==> src/hdl/wpso_pkg.sv <==
// shared types and constants of the wheel pulse speedometer and odometer
// no dependencies; used by every other file of the block except wpso_mul_unit

package wpso_pkg;

  localparam int unsigned CfgIdxW = 2;
  localparam int unsigned CntW    = 6;
  localparam int unsigned RemW    = 64;

  // register indexes of the configuration port
  localparam logic [CfgIdxW-1:0] CFG_PULSES_PER_METER = 2'd0;
  localparam logic [CfgIdxW-1:0] CFG_SAMPLE_PERIOD_MS = 2'd1;
  localparam logic [CfgIdxW-1:0] CFG_START_METERS     = 2'd2;

  localparam logic [7:0]  PPM_RESET    = 8'd29;
  localparam logic [15:0] PERIOD_RESET = 16'd250;

  // 3600 s/h * 1e6 us/s * 100 / 1000 m/km
  localparam logic [31:0] CENTI_KMH_SCALE = 32'd360000000;
  localparam logic [15:0] SPEED_MAX       = 16'hffff;

  // quotient steps: 33 for the odometer divide, 16 for speed
  localparam logic [CntW-1:0] ODO_LAST_STEP = 6'd32;
  localparam logic [CntW-1:0] DIV_LAST_STEP = 6'd15;

  typedef struct packed {
    logic        func;
    logic        pin_level;
    logic [31:0] now_us;
    logic [31:0] now_ms;
  } in_item_t;

  typedef struct packed {
    logic [15:0] speed_centi_kmh;
    logic [31:0] odometer_meters;
    logic [31:0] interval_pulses;
    logic [31:0] interval_us;
  } out_item_t;

  typedef struct packed {
    logic            ge;
    logic [RemW-1:0] diff;
  } sub_res_t;

endpackage

==> src/hdl/wpso_sub_unit.sv <==
// shared compare and subtract unit for both restoring divides and the saturation check
// depends on wpso_pkg

module wpso_sub_unit (
  input  logic [wpso_pkg::RemW-1:0] a_i,
  input  logic [wpso_pkg::RemW-1:0] b_i,
  output wpso_pkg::sub_res_t        res_o
);

  logic [wpso_pkg::RemW:0] full;

  assign full       = {1'b0, a_i} - {1'b0, b_i};
  assign res_o.ge   = ~full[wpso_pkg::RemW];
  assign res_o.diff = full[wpso_pkg::RemW-1:0];

endmodule

==> src/hdl/wpso_mul_unit.sv <==
// shared 32 x 32 multiplier with registered product
// no dependencies; it does not use wpso_pkg

module wpso_mul_unit (
  input  logic        clk_i,
  input  logic        en_i,
  input  logic [31:0] a_i,
  input  logic [31:0] b_i,
  output logic [63:0] prod_o
);

  logic [63:0] prod_q;

  always_ff @(posedge clk_i) begin
    if (en_i) begin
      prod_q <= {32'd0, a_i} * {32'd0, b_i};
    end
  end

  assign prod_o = prod_q;

endmodule

==> src/hdl/wheel_pulse_speed_odometer.sv <==
// wheel pulse speedometer and odometer, top level with sequencer and state
// pin samples and ticks that are not due keep the block idle, ready for the next item
// due tick: input stalls through the 33-step odometer divide, two multiplier passes,
//   the saturation check and, unless speed saturates or the interval is zero, the
//   16-step speed divide on the shared subtract unit, then waits for a free output
// reset: async active low, slots, counters, odometer and output valid cleared, ppm 29, period 250 ms

module wheel_pulse_speed_odometer (
  input  logic                            clk_i,
  input  logic                            rst_ni,
  input  logic                            in_valid_i,
  output logic                            in_stall_o,
  input  wpso_pkg::in_item_t              in_data_i,
  output logic                            out_valid_o,
  input  logic                            out_stall_i,
  output wpso_pkg::out_item_t             out_data_o,
  input  logic                            cfg_valid_i,
  output logic                            cfg_ready_o,
  input  logic [wpso_pkg::CfgIdxW-1:0]    cfg_index_i,
  input  logic [31:0]                     cfg_data_i
);

  typedef enum logic [2:0] {
    ST_IDLE,
    ST_ODO,
    ST_MULN,
    ST_MULD,
    ST_SAT,
    ST_DIV,
    ST_DONE
  } state_e;

  state_e state_q;

  // configuration
  logic [7:0]  ppm_q;
  logic [15:0] period_q;
  logic [7:0]  ppm_eff;

  // sensor tracking; the current slot takes stamps, the other is the last interval end
  logic        level_high_q;
  logic [31:0] pulse_total_q;
  logic [31:0] cur_stamp_q, cur_cnt_q;
  logic        cur_valid_q;
  logic [31:0] oth_stamp_q, oth_cnt_q;
  logic        oth_valid_q;
  logic [31:0] next_sample_q;

  // odometer
  logic [31:0] meter_q;
  logic [7:0]  meter_rem_q;

  // per-tick work registers
  logic [31:0]               dp_q, dus_q;
  logic [wpso_pkg::RemW-1:0] rem_q, dvs_q;
  logic [32:0]               quot_q;
  logic [wpso_pkg::CntW-1:0] cnt_q;
  logic [15:0]               speed_q;

  logic                out_valid_q;
  wpso_pkg::out_item_t out_data_q;

  logic in_xfer, out_xfer, cfg_xfer;
  logic tick_due;

  logic [wpso_pkg::RemW-1:0] sub_b;
  wpso_pkg::sub_res_t        sub_res;
  logic                      mul_en;
  logic [31:0]               mul_a, mul_b;
  logic [63:0]               prod;

  assign ppm_eff     = (ppm_q == 8'd0) ? 8'd1 : ppm_q;
  assign in_stall_o  = (state_q != ST_IDLE);
  assign in_xfer     = in_valid_i && !in_stall_o;
  assign out_xfer    = out_valid_q && !out_stall_i;
  assign cfg_ready_o = 1'b1;
  assign cfg_xfer    = cfg_valid_i && cfg_ready_o;
  assign tick_due    = (in_data_i.now_ms >= next_sample_q);

  // saturation check compares the numerator against the denominator times 2^16
  always_comb begin
    if (state_q == ST_SAT) begin
      sub_b = {prod[47:0], 16'd0};
    end else begin
      sub_b = dvs_q;
    end
  end

  wpso_sub_unit u_sub (
    .a_i   (rem_q),
    .b_i   (sub_b),
    .res_o (sub_res)
  );

  // first pass scales the pulse count, second forms ppm * interval
  always_comb begin
    mul_en = (state_q == ST_MULN) || (state_q == ST_MULD);
    if (state_q == ST_MULN) begin
      mul_a = wpso_pkg::CENTI_KMH_SCALE;
      mul_b = dp_q;
    end else begin
      mul_a = {24'd0, ppm_eff};
      mul_b = dus_q;
    end
  end

  wpso_mul_unit u_mul (
    .clk_i  (clk_i),
    .en_i   (mul_en),
    .a_i    (mul_a),
    .b_i    (mul_b),
    .prod_o (prod)
  );

  always_ff @(posedge clk_i or negedge rst_ni) begin
    if (!rst_ni) begin
      state_q       <= ST_IDLE;
      ppm_q         <= wpso_pkg::PPM_RESET;
      period_q      <= wpso_pkg::PERIOD_RESET;
      level_high_q  <= 1'b0;
      pulse_total_q <= '0;
      cur_stamp_q   <= '0;
      cur_cnt_q     <= '0;
      cur_valid_q   <= 1'b0;
      oth_stamp_q   <= '0;
      oth_cnt_q     <= '0;
      oth_valid_q   <= 1'b0;
      next_sample_q <= '0;
      meter_q       <= '0;
      meter_rem_q   <= '0;
      out_valid_q   <= 1'b0;
    end else begin
      if (out_xfer) begin
        out_valid_q <= 1'b0;
      end

      if (cfg_xfer) begin
        unique case (cfg_index_i)
          wpso_pkg::CFG_PULSES_PER_METER: ppm_q    <= cfg_data_i[7:0];
          wpso_pkg::CFG_SAMPLE_PERIOD_MS: period_q <= cfg_data_i[15:0];
          wpso_pkg::CFG_START_METERS:     meter_q  <= cfg_data_i;
          default: ;
        endcase
      end

      unique case (state_q)
        ST_IDLE: begin
          if (in_xfer && !in_data_i.func) begin
            // falling edge of the sensor counts a pulse
            if (level_high_q && !in_data_i.pin_level) begin
              pulse_total_q <= pulse_total_q + 32'd1;
              cur_stamp_q   <= in_data_i.now_us;
              cur_cnt_q     <= pulse_total_q + 32'd1;
              cur_valid_q   <= 1'b1;
            end
            level_high_q <= in_data_i.pin_level;
          end else if (in_xfer && tick_due) begin
            next_sample_q <= in_data_i.now_ms + {16'd0, period_q};
            dp_q          <= '0;
            dus_q         <= '0;
            rem_q         <= {56'd0, meter_rem_q};
            if (cur_valid_q) begin
              // swap: current becomes the interval end, the emptied slot takes stamps
              oth_stamp_q <= cur_stamp_q;
              oth_cnt_q   <= cur_cnt_q;
              oth_valid_q <= 1'b1;
              cur_stamp_q <= '0;
              cur_cnt_q   <= '0;
              cur_valid_q <= 1'b0;
              if (oth_valid_q) begin
                dp_q  <= cur_cnt_q - oth_cnt_q;
                dus_q <= cur_stamp_q - oth_stamp_q;
                rem_q <= {32'd0, 24'd0, meter_rem_q} + {32'd0, cur_cnt_q - oth_cnt_q};
              end
            end
            dvs_q   <= {24'd0, ppm_eff, 32'd0};
            quot_q  <= '0;
            cnt_q   <= wpso_pkg::ODO_LAST_STEP;
            state_q <= ST_ODO;
          end
        end

        ST_ODO: begin
          if (sub_res.ge) begin
            rem_q <= sub_res.diff;
          end
          quot_q <= {quot_q[31:0], sub_res.ge};
          dvs_q  <= {1'b0, dvs_q[wpso_pkg::RemW-1:1]};
          cnt_q  <= cnt_q - 6'd1;
          if (cnt_q == '0) begin
            meter_q     <= meter_q + {quot_q[30:0], sub_res.ge};
            meter_rem_q <= sub_res.ge ? sub_res.diff[7:0] : rem_q[7:0];
            state_q     <= ST_MULN;
          end
        end

        ST_MULN: begin
          state_q <= ST_MULD;
        end

        ST_MULD: begin
          rem_q   <= prod;
          state_q <= ST_SAT;
        end

        ST_SAT: begin
          if (dus_q == '0) begin
            speed_q <= '0;
            state_q <= ST_DONE;
          end else if (sub_res.ge) begin
            speed_q <= wpso_pkg::SPEED_MAX;
            state_q <= ST_DONE;
          end else begin
            dvs_q   <= {prod[48:0], 15'd0};
            quot_q  <= '0;
            cnt_q   <= wpso_pkg::DIV_LAST_STEP;
            state_q <= ST_DIV;
          end
        end

        ST_DIV: begin
          if (sub_res.ge) begin
            rem_q <= sub_res.diff;
          end
          quot_q <= {quot_q[31:0], sub_res.ge};
          dvs_q  <= {1'b0, dvs_q[wpso_pkg::RemW-1:1]};
          cnt_q  <= cnt_q - 6'd1;
          if (cnt_q == '0) begin
            speed_q <= {quot_q[14:0], sub_res.ge};
            state_q <= ST_DONE;
          end
        end

        ST_DONE: begin
          // wait for the output register to free up
          if (!out_valid_q || !out_stall_i) begin
            out_data_q.speed_centi_kmh <= speed_q;
            out_data_q.odometer_meters <= meter_q;
            out_data_q.interval_pulses <= dp_q;
            out_data_q.interval_us     <= dus_q;
            out_valid_q                <= 1'b1;
            state_q                    <= ST_IDLE;
          end
        end

        default: state_q <= ST_IDLE;
      endcase
    end
  end

  assign out_valid_o = out_valid_q;
  assign out_data_o  = out_data_q;

`ifndef NO_ASSERTIONS
  // restoring divide invariant: partial remainder stays below twice the divisor
  a_div_bound: assert property (@(posedge clk_i) disable iff (!rst_ni)
    (state_q == ST_ODO || state_q == ST_DIV) |-> (rem_q < {dvs_q[62:0], 1'b0}))
    else $error("partial remainder out of range");

  // odometer remainder ends below the effective pulses per meter
  a_rem_bound: assert property (@(posedge clk_i) disable iff (!rst_ni)
    (state_q == ST_MULN) |-> ({24'd0, meter_rem_q} < {24'd0, ppm_eff}))
    else $error("odometer remainder not reduced");

  // zero interval time gives zero speed
  a_zero_interval: assert property (@(posedge clk_i) disable iff (!rst_ni)
    (out_valid_o && out_data_o.interval_us == '0) |-> (out_data_o.speed_centi_kmh == '0))
    else $error("speed nonzero on zero interval");

  // a result is only loaded while the output register is free or draining
  a_no_overwrite: assert property (@(posedge clk_i) disable iff (!rst_ni)
    (state_q == ST_DONE && out_valid_q && out_stall_i) |=> (state_q == ST_DONE))
    else $error("result left done state while output blocked");
`endif

endmodule

==> config.mk <==
export PLATFORM = sky130hd
export DESIGN_NAME = wheel_pulse_speed_odometer
export DESIGN_NICKNAME = d
export VERILOG_FILES = /design/src/hdl/wpso_pkg.sv /design/src/hdl/wpso_sub_unit.sv /design/src/hdl/wpso_mul_unit.sv /design/src/hdl/wheel_pulse_speed_odometer.sv
export SDC_FILE = /design/constraint.sdc
export NUM_CORES = 2
export LEC_CHECK = 0
export ABC_AREA = 1
export BUFFER_PORTS_ARGS = -buffer_cell sky130_fd_sc_hd__buf_2
export CAP_MARGIN = 20
export CORE_MARGIN = 4
export CORE_UTILIZATION = 35
export DETAILED_ROUTE_END_ITERATION = 6
export HOLD_SLACK_MARGIN = 0.02
export PLACE_DENSITY = 0.51
export SYNTH_ARGS = -nofsm -noshare
export SYNTH_HDL_FRONTEND = slang
export SYNTH_SLANG_ARGS = --single-unit
export TNS_END_PERCENT = 1
==> constraint.sdc <==
create_clock -name clk_i -period 16.7 [get_ports clk_i]
set_input_delay 3.34 -clock clk_i [delete_from_list [all_inputs] [get_ports clk_i]]
set_output_delay 3.34 -clock clk_i [all_outputs]
set_load 0.01 [all_outputs]
======== After elaboration in Yosys (flattened, before gate mapping) ========
Index checks and enable logic that the tools add are counted.
word-level totals
  register bits after elaboration ......... 684
  latch bits .............................. 0
  memory bits (writable) .................. 0
  memory bits (read-only) ................. 0
  input port bits ......................... 105
  logic and storage cells ................. 151
  memories ................................ 0
cells by class
  $add $sub $neg .......................... 8
  $mul .................................... 1
  divide/modulo/power cells ............... 0
  order comparisons ....................... 1
  equal/unequal tests ..................... 18
  shifts and indexed selects .............. 0
  mux-type cells .......................... 54
  bitwise gates (word level) .............. 2
  reduce and logical (&&, ||, !) cells .... 40
operator list
  kind                     number
  $mux W64                 8
  $pmux W64 S3             2
  $mux W32                 11
  $mux W31                 4
  $pmux W31 S3             1
  $mux W33                 2
  $sub A64 B64 Y65         1
  $sub A32 B32 Y32         2
  $mul A29 B32 Y61         1
  $mux W16                 3
  $add A8 B32 Y33          1
  $add A32 B1 Y32 const B  1
  $add A32 B16 Y32         1
  $add A32 B32 Y32         1
  $ge A32 B32 Y1           1
  $logic_not A32 Y1        1
  $pmux W16 S2             1
  $mux W29                 1
  $mux W6                  4
  $pmux W3 S7              1
  $pmux W6 S3              1
  $mux W8                  2
  $reduce_and A4 Y1        4
  $mux W3                  5
  other kinds (26)         64

======== Logic depth before layout (Yosys ltp) ========
  word-level depth ........................ 7
  mapped depth ............................ 39
  mapped depth without buffers ............ 36

======== Cells and area by module ========
From an unflattened synthesis, not the netlist that was laid out.
second synthesis, totals
  cells, all modules ...................... 10399
  area total of the unflattened synthesis .. 78250.0 um^2
by module, submodules not included
  module                      instances  cells each  area each (um^2)  sequential area each (um^2)
  wpso_mul_unit               1          5020        37990.2           1921.8
  wheel_pulse_speed_odometer  1          4015        33993.9           17314.1
  wpso_sub_unit               1          1364        6266.0            0.0

======== Least setup slack after synthesis ========
Ideal clock, no wire load.
  kind .................................... in2reg
  from .................................... input in_data_i[31] in the netlist's numbering
  to ...................................... register cnt_q[0] in the netlist's numbering (enable)
  library setup time ...................... 685 ps
  data arrival time ....................... 11392 ps
  data required time ...................... 16015 ps
  path slack .............................. 4623 ps
  cell stages on the path ................. 11
  path buffers ............................ 0
  cell sequence ........................... ha_1 > nand2_1 > nor2_1 > nand2_1 > nor4_2 > nand4_1 > nand3_1 > nand2_2 > nand2_1 > nand3_1 > nor3_1
between the ends
  word-level cells in the longest chain between the ends .. 4
ends and longest elaborated chain
  what                         RTL line                           text
  from (decl)                  wheel_pulse_speed_odometer.sv:13   input wpso_pkg::in_item_t in_data_i,
  $ge A32 B32 Y1               wheel_pulse_speed_odometer.sv:78   assign tick_due = (in_data_i.now_ms >= next_sample_q);
  $logic_and A1 B1 Y1          wheel_pulse_speed_odometer.sv:157  end else if (in_xfer && tick_due) begin
  $ne A2 B2 Y1 (no line)       -
  $reduce_and A6 Y1 (no line)  -
  to (signal assigned)         wheel_pulse_speed_odometer.sv:178  cnt_q <= wpso_pkg::ODO_LAST_STEP;
  to (signal assigned)         wheel_pulse_speed_odometer.sv:189  cnt_q <= cnt_q - 6'd1;
  to (signal assigned)         wheel_pulse_speed_odometer.sv:216  cnt_q <= wpso_pkg::DIV_LAST_STEP;
  to (decl)                    wheel_pulse_speed_odometer.sv:57   logic [wpso_pkg::CntW-1:0] cnt_q;
Every way passes these cells.
A chain may end at the register's enable or synchronous reset.

======== Worst setup path in the final report ========
  from .................................... register state_q[1]
  to ...................................... register u_mul.prod_q[55] (netlist: u_mul.prod_o[55]), data pin
between the ends
  word-level cells in the longest chain between the ends .. 3
  elaborated cells on any way between the ends .. 4
  those cells by class .................... 1 x mul; 1 x eq/ne; 2 x mux
ends and longest elaborated chain
  what                                         RTL line                           text
  from (decl)                                  wheel_pulse_speed_odometer.sv:33   state_e state_q;
  from (signal assigned)                       wheel_pulse_speed_odometer.sv:117  state_q <= ST_IDLE;
  from (signal assigned)                       wheel_pulse_speed_odometer.sv:179  state_q <= ST_ODO;
  from (signal assigned)                       wheel_pulse_speed_odometer.sv:193  state_q <= ST_MULN;
  $eq A3 B2 Y1 (*)                             wheel_pulse_speed_odometer.sv:98   if (state_q == ST_MULN) begin
  $mux W29 / $mux W32 (equally long branches)  wheel_pulse_speed_odometer.sv:98
  $mul A29 B32 Y61 (*)                         wpso_mul_unit.sv:16                prod_q <= {32'd0, a_i} * {32'd0, b_i};
  to (signal assigned)                         wpso_mul_unit.sv:16
  to (decl)                                    wpso_mul_unit.sv:12                logic [63:0] prod_q;
Every way passes the cells marked *; elsewhere a longest branch is shown, timed or not.

==> flow_metrics.py <==
metrics = {
    "floorplan": {
        "ioPinCount": 220,
        "die_w_um": 424,
        "core_um2": 172000,
        "initial_utilization_pct": 35.3,
        "die_y_um": 424,
        "rows": 152,
        "dieArea_um2": 180000,
    },
    "timing": {
        "fin_setup_tns_ps": 0,
        "setup_viol": 0,
        "fin_ws_ps": 6250,
        "drv_slew": 0,
        "fin_crit_ps": 10450,
        "timing.fmax_mhz": 95.7,
        "fin_skew_ps": 50.3,
        "slew_headroom_pct": 24.6,
        "rsz0062_at_grt": "false",
        "fin_crit_sh_pct": 62.6,
        "hold_viol_final": 0,
        "worst_pin_slew_ps": 1130,
    },
    "clock_network": {
        "cts.htree.levels": 3,
        "postCtsSetupBuffers": 0,
        "clock_sinks": 681,
        "cts_root_buf": "clkbuf_16",
        "cts_tree": "built",
        "insertion_delay_ps": 730,
        "cts_buffer_depth": 3,
        "clk_pin_slew_worst_paths_ps": 60,
        "cts_buffers": 84,
        "cts_resized": 0,
        "hold_buffers": 0,
    },
    "job": {
        "maxCapViolCount": 0,
    },
    "min_path": {
        "min_path_type": "reg -> reg",
    },
    "layout": {
        "area_delta_synth_final_pct": 11.1,
        "final_nets": 8656,
        "multiInputGateArea_um2": 35600,
        "nFillCells": 17900,
        "post-route-util_pct": 39.2,
        "drive_gt1_share_pct": 7.08,
        "seqCellArea_um2": 19100,
    },
    "worst_setup_path": {
        "worstPathMaxFanout": 62,
        "critPathMostFrequentCell": "fa_1",
        "worstSetupStartpointType": "register",
        "end_kind": "register",
        "cp_slowest_stage_delay_ps": 860,
        "required_ps": 17160,
        "critPathKind": "reg -> reg",
        "cp.arrival_ps": 10920,
        "crit_slowest_cell": "nand2_1",
    },
    "placement": {
        "dp_slack_ps": 6340,
        "gp_congestion": 0.948,
        "io_buffers": 218,
        "dp_hpwl_um": 164000,
    },
    "detailed_routing": {
        "drtPass1Iterations": 7,
        "wirelength_um": 200000,
        "drc": 0,
        "drtAntennaViolNets": 0,
        "first_iter_violations": 3869,
        "drt-wirelength-per-cell_um": 20.2,
        "viasPerCell": 4.95,
        "vias": 48900,
    },
    "synthesis": {
        "synth.avg_cell_area_um2": 8.33,
        "synthCells": 7283,
        "synth_area_um2": 60600,
        "ys_warn_count": 0,
        "synth-async-reset-ratio_pct": 38.6,
        "ys_types": 58,
        "seq_area_frac_synth_pct": 31.6,
        "syn_nets": 8441,
        "ys_ff_latch": 681,
        "synthFlopType": "edfxtp_1",
        "synth-edff-count": 418,
    },
    "grt": {
        "grt_pass1_wl_um": 304000,
        "grt_max_degree": 115,
        "grt-ovfl-total": 0,
        "grt_pass1_vias": 49600,
        "grt_antenna_before_repair": 7,
        "grt.total_usage_pct": 22.1,
    },
    "status": {
        "outcome": "finished clean",
    },
}
## worst paths after layout
kind                       cells after the start  slack, ps              startpoint                         end
min in group asynchronous                      1       2510                  rst_ni  oth_stamp_q[4]$_DFFE_PN0P_
setup / recovery                              32       6250  state_q[1]$_DFFE_PN0P_  u_mul.prod_o[55]$_DFFE_PP_
hold reg to reg                                0        410    speed_q[5]$_DFFE_PP_   out_data_o[101]$_DFFE_PP_
setup reg to reg                              32       6250  state_q[1]$_DFFE_PN0P_  u_mul.prod_o[55]$_DFFE_PP_
hold / removal                                 0        410    speed_q[5]$_DFFE_PP_   out_data_o[101]$_DFFE_PP_
max in group asynchronous                      3      12290                  rst_ni       meter_q[29]$_DFF_PN0_
## final cells by class
cell class              instances  share of cell area, %
multi-input cells            5033                   52.9
flip-flops and latches        681                   28.4
inverters                    1435                   8.00
well taps                    2310                   4.29
clock buffers                 103                   3.35
repair buffers                263                   2.17
clock inverters                55                  0.873
diodes                          5                 0.0186
## worst max-delay path: cells and delay by family (launching register included)
kind | cells | cell delay [ps]
compound gates | 1 | 240
buf+inv | 8 | 1380
simple gates | 14 | 3570
fa+ha+maj | 9 | 4460
flops | 1 | 490
## cells in the mapped netlist (all sizes together), types with 2 or more instances
cell,number,share of area [%]
nand2,1509,9.5
inv,1430,8.9
nor2,785,5.1
ha,559,12
o21ai,499,4.1
fa,494,16
a21oi,424,3.5
edfxtp,418,21
dfrtp,253,10
nand3,224,1.9
xor2,104,1.5
clkbuf,99,0.61
nor3,49,0.44
nand4,48,0.50
xnor2,42,0.61
a31oi,39,0.40
a21o,38,0.47
buf,35,0.33
o21bai,35,0.43
nor4,23,0.26
o21a,23,0.28
o221ai,23,0.33
o211ai,19,0.24
a21boi,15,0.19
and2,12,0.12
mux2,12,0.22
a221oi,10,0.14
dfstp,10,0.43
o22ai,9,0.093
or2,9,0.093
and3,7,0.072
nand3b,7,0.087
clkinv,5,0.031
a211oi,4,0.050
nor3b,3,0.037
o311ai,2,0.029
## metrics by stage
step	std cells	cell area [um^2]	hold slack (ps)
floorplan	7283	60600	400
global placement	9720	64500	403
detailed placement	9721	64500	405
CTS	9879	67300	404
global route	9881	67400	421
finish	9885	67400	409
## registers in the layout, summed over array words and instances, names as in the netlist, 8 cells and up
signal         count
cur_cnt_q         32
cur_stamp_q       32
dp_q              32
dus_q             32
dvs_q             64
meter_q           32
meter_rem_q        8
next_sample_q     32
oth_cnt_q         32
oth_stamp_q       32
out_data_o       112
period_q          16
ppm_q              8
pulse_total_q     32
quot_q            31
rem_q             64
speed_q           16
u_mul.prod_o      61
## cells by family after synthesis
family | after synthesis | share of synthesized area, %
simple gates | 2677 | 18.1
buf+inv | 1569 | 9.83
compound gates | 1144 | 10.3
fa+ha+maj | 1053 | 27.8
flops | 681 | 31.6
xor+xnor | 146 | 2.11
mux | 12 | 0.223
other cells | 1 | 0.00618
## placed cells by master, fill, tap and decap left out, drive strengths merged, types with 253 or more instances in the layout
| cell type | instances |
|---|---|
| a21oi | 424 |
| buf | 263 |
| dfrtp | 253 |
| edfxtp | 418 |
| fa | 494 |
| ha | 559 |
| inv | 1439 |
| nand2 | 1509 |
| nor2 | 785 |
| o21ai | 499 |
## per-layer routing
layer	wire, um	vias to the layer above	GRT usage (%)
met2	91700	1232	36.4
li1	-	23700	-
met5	0	-	0
met1	91200	23700	30.2
met4	6680	0	6.66
met3	10400	283	3.25
Power is left out: the tool's default activity adds up to more than one toggle a clock period on the data nets, which glitch-free logic cannot reach.
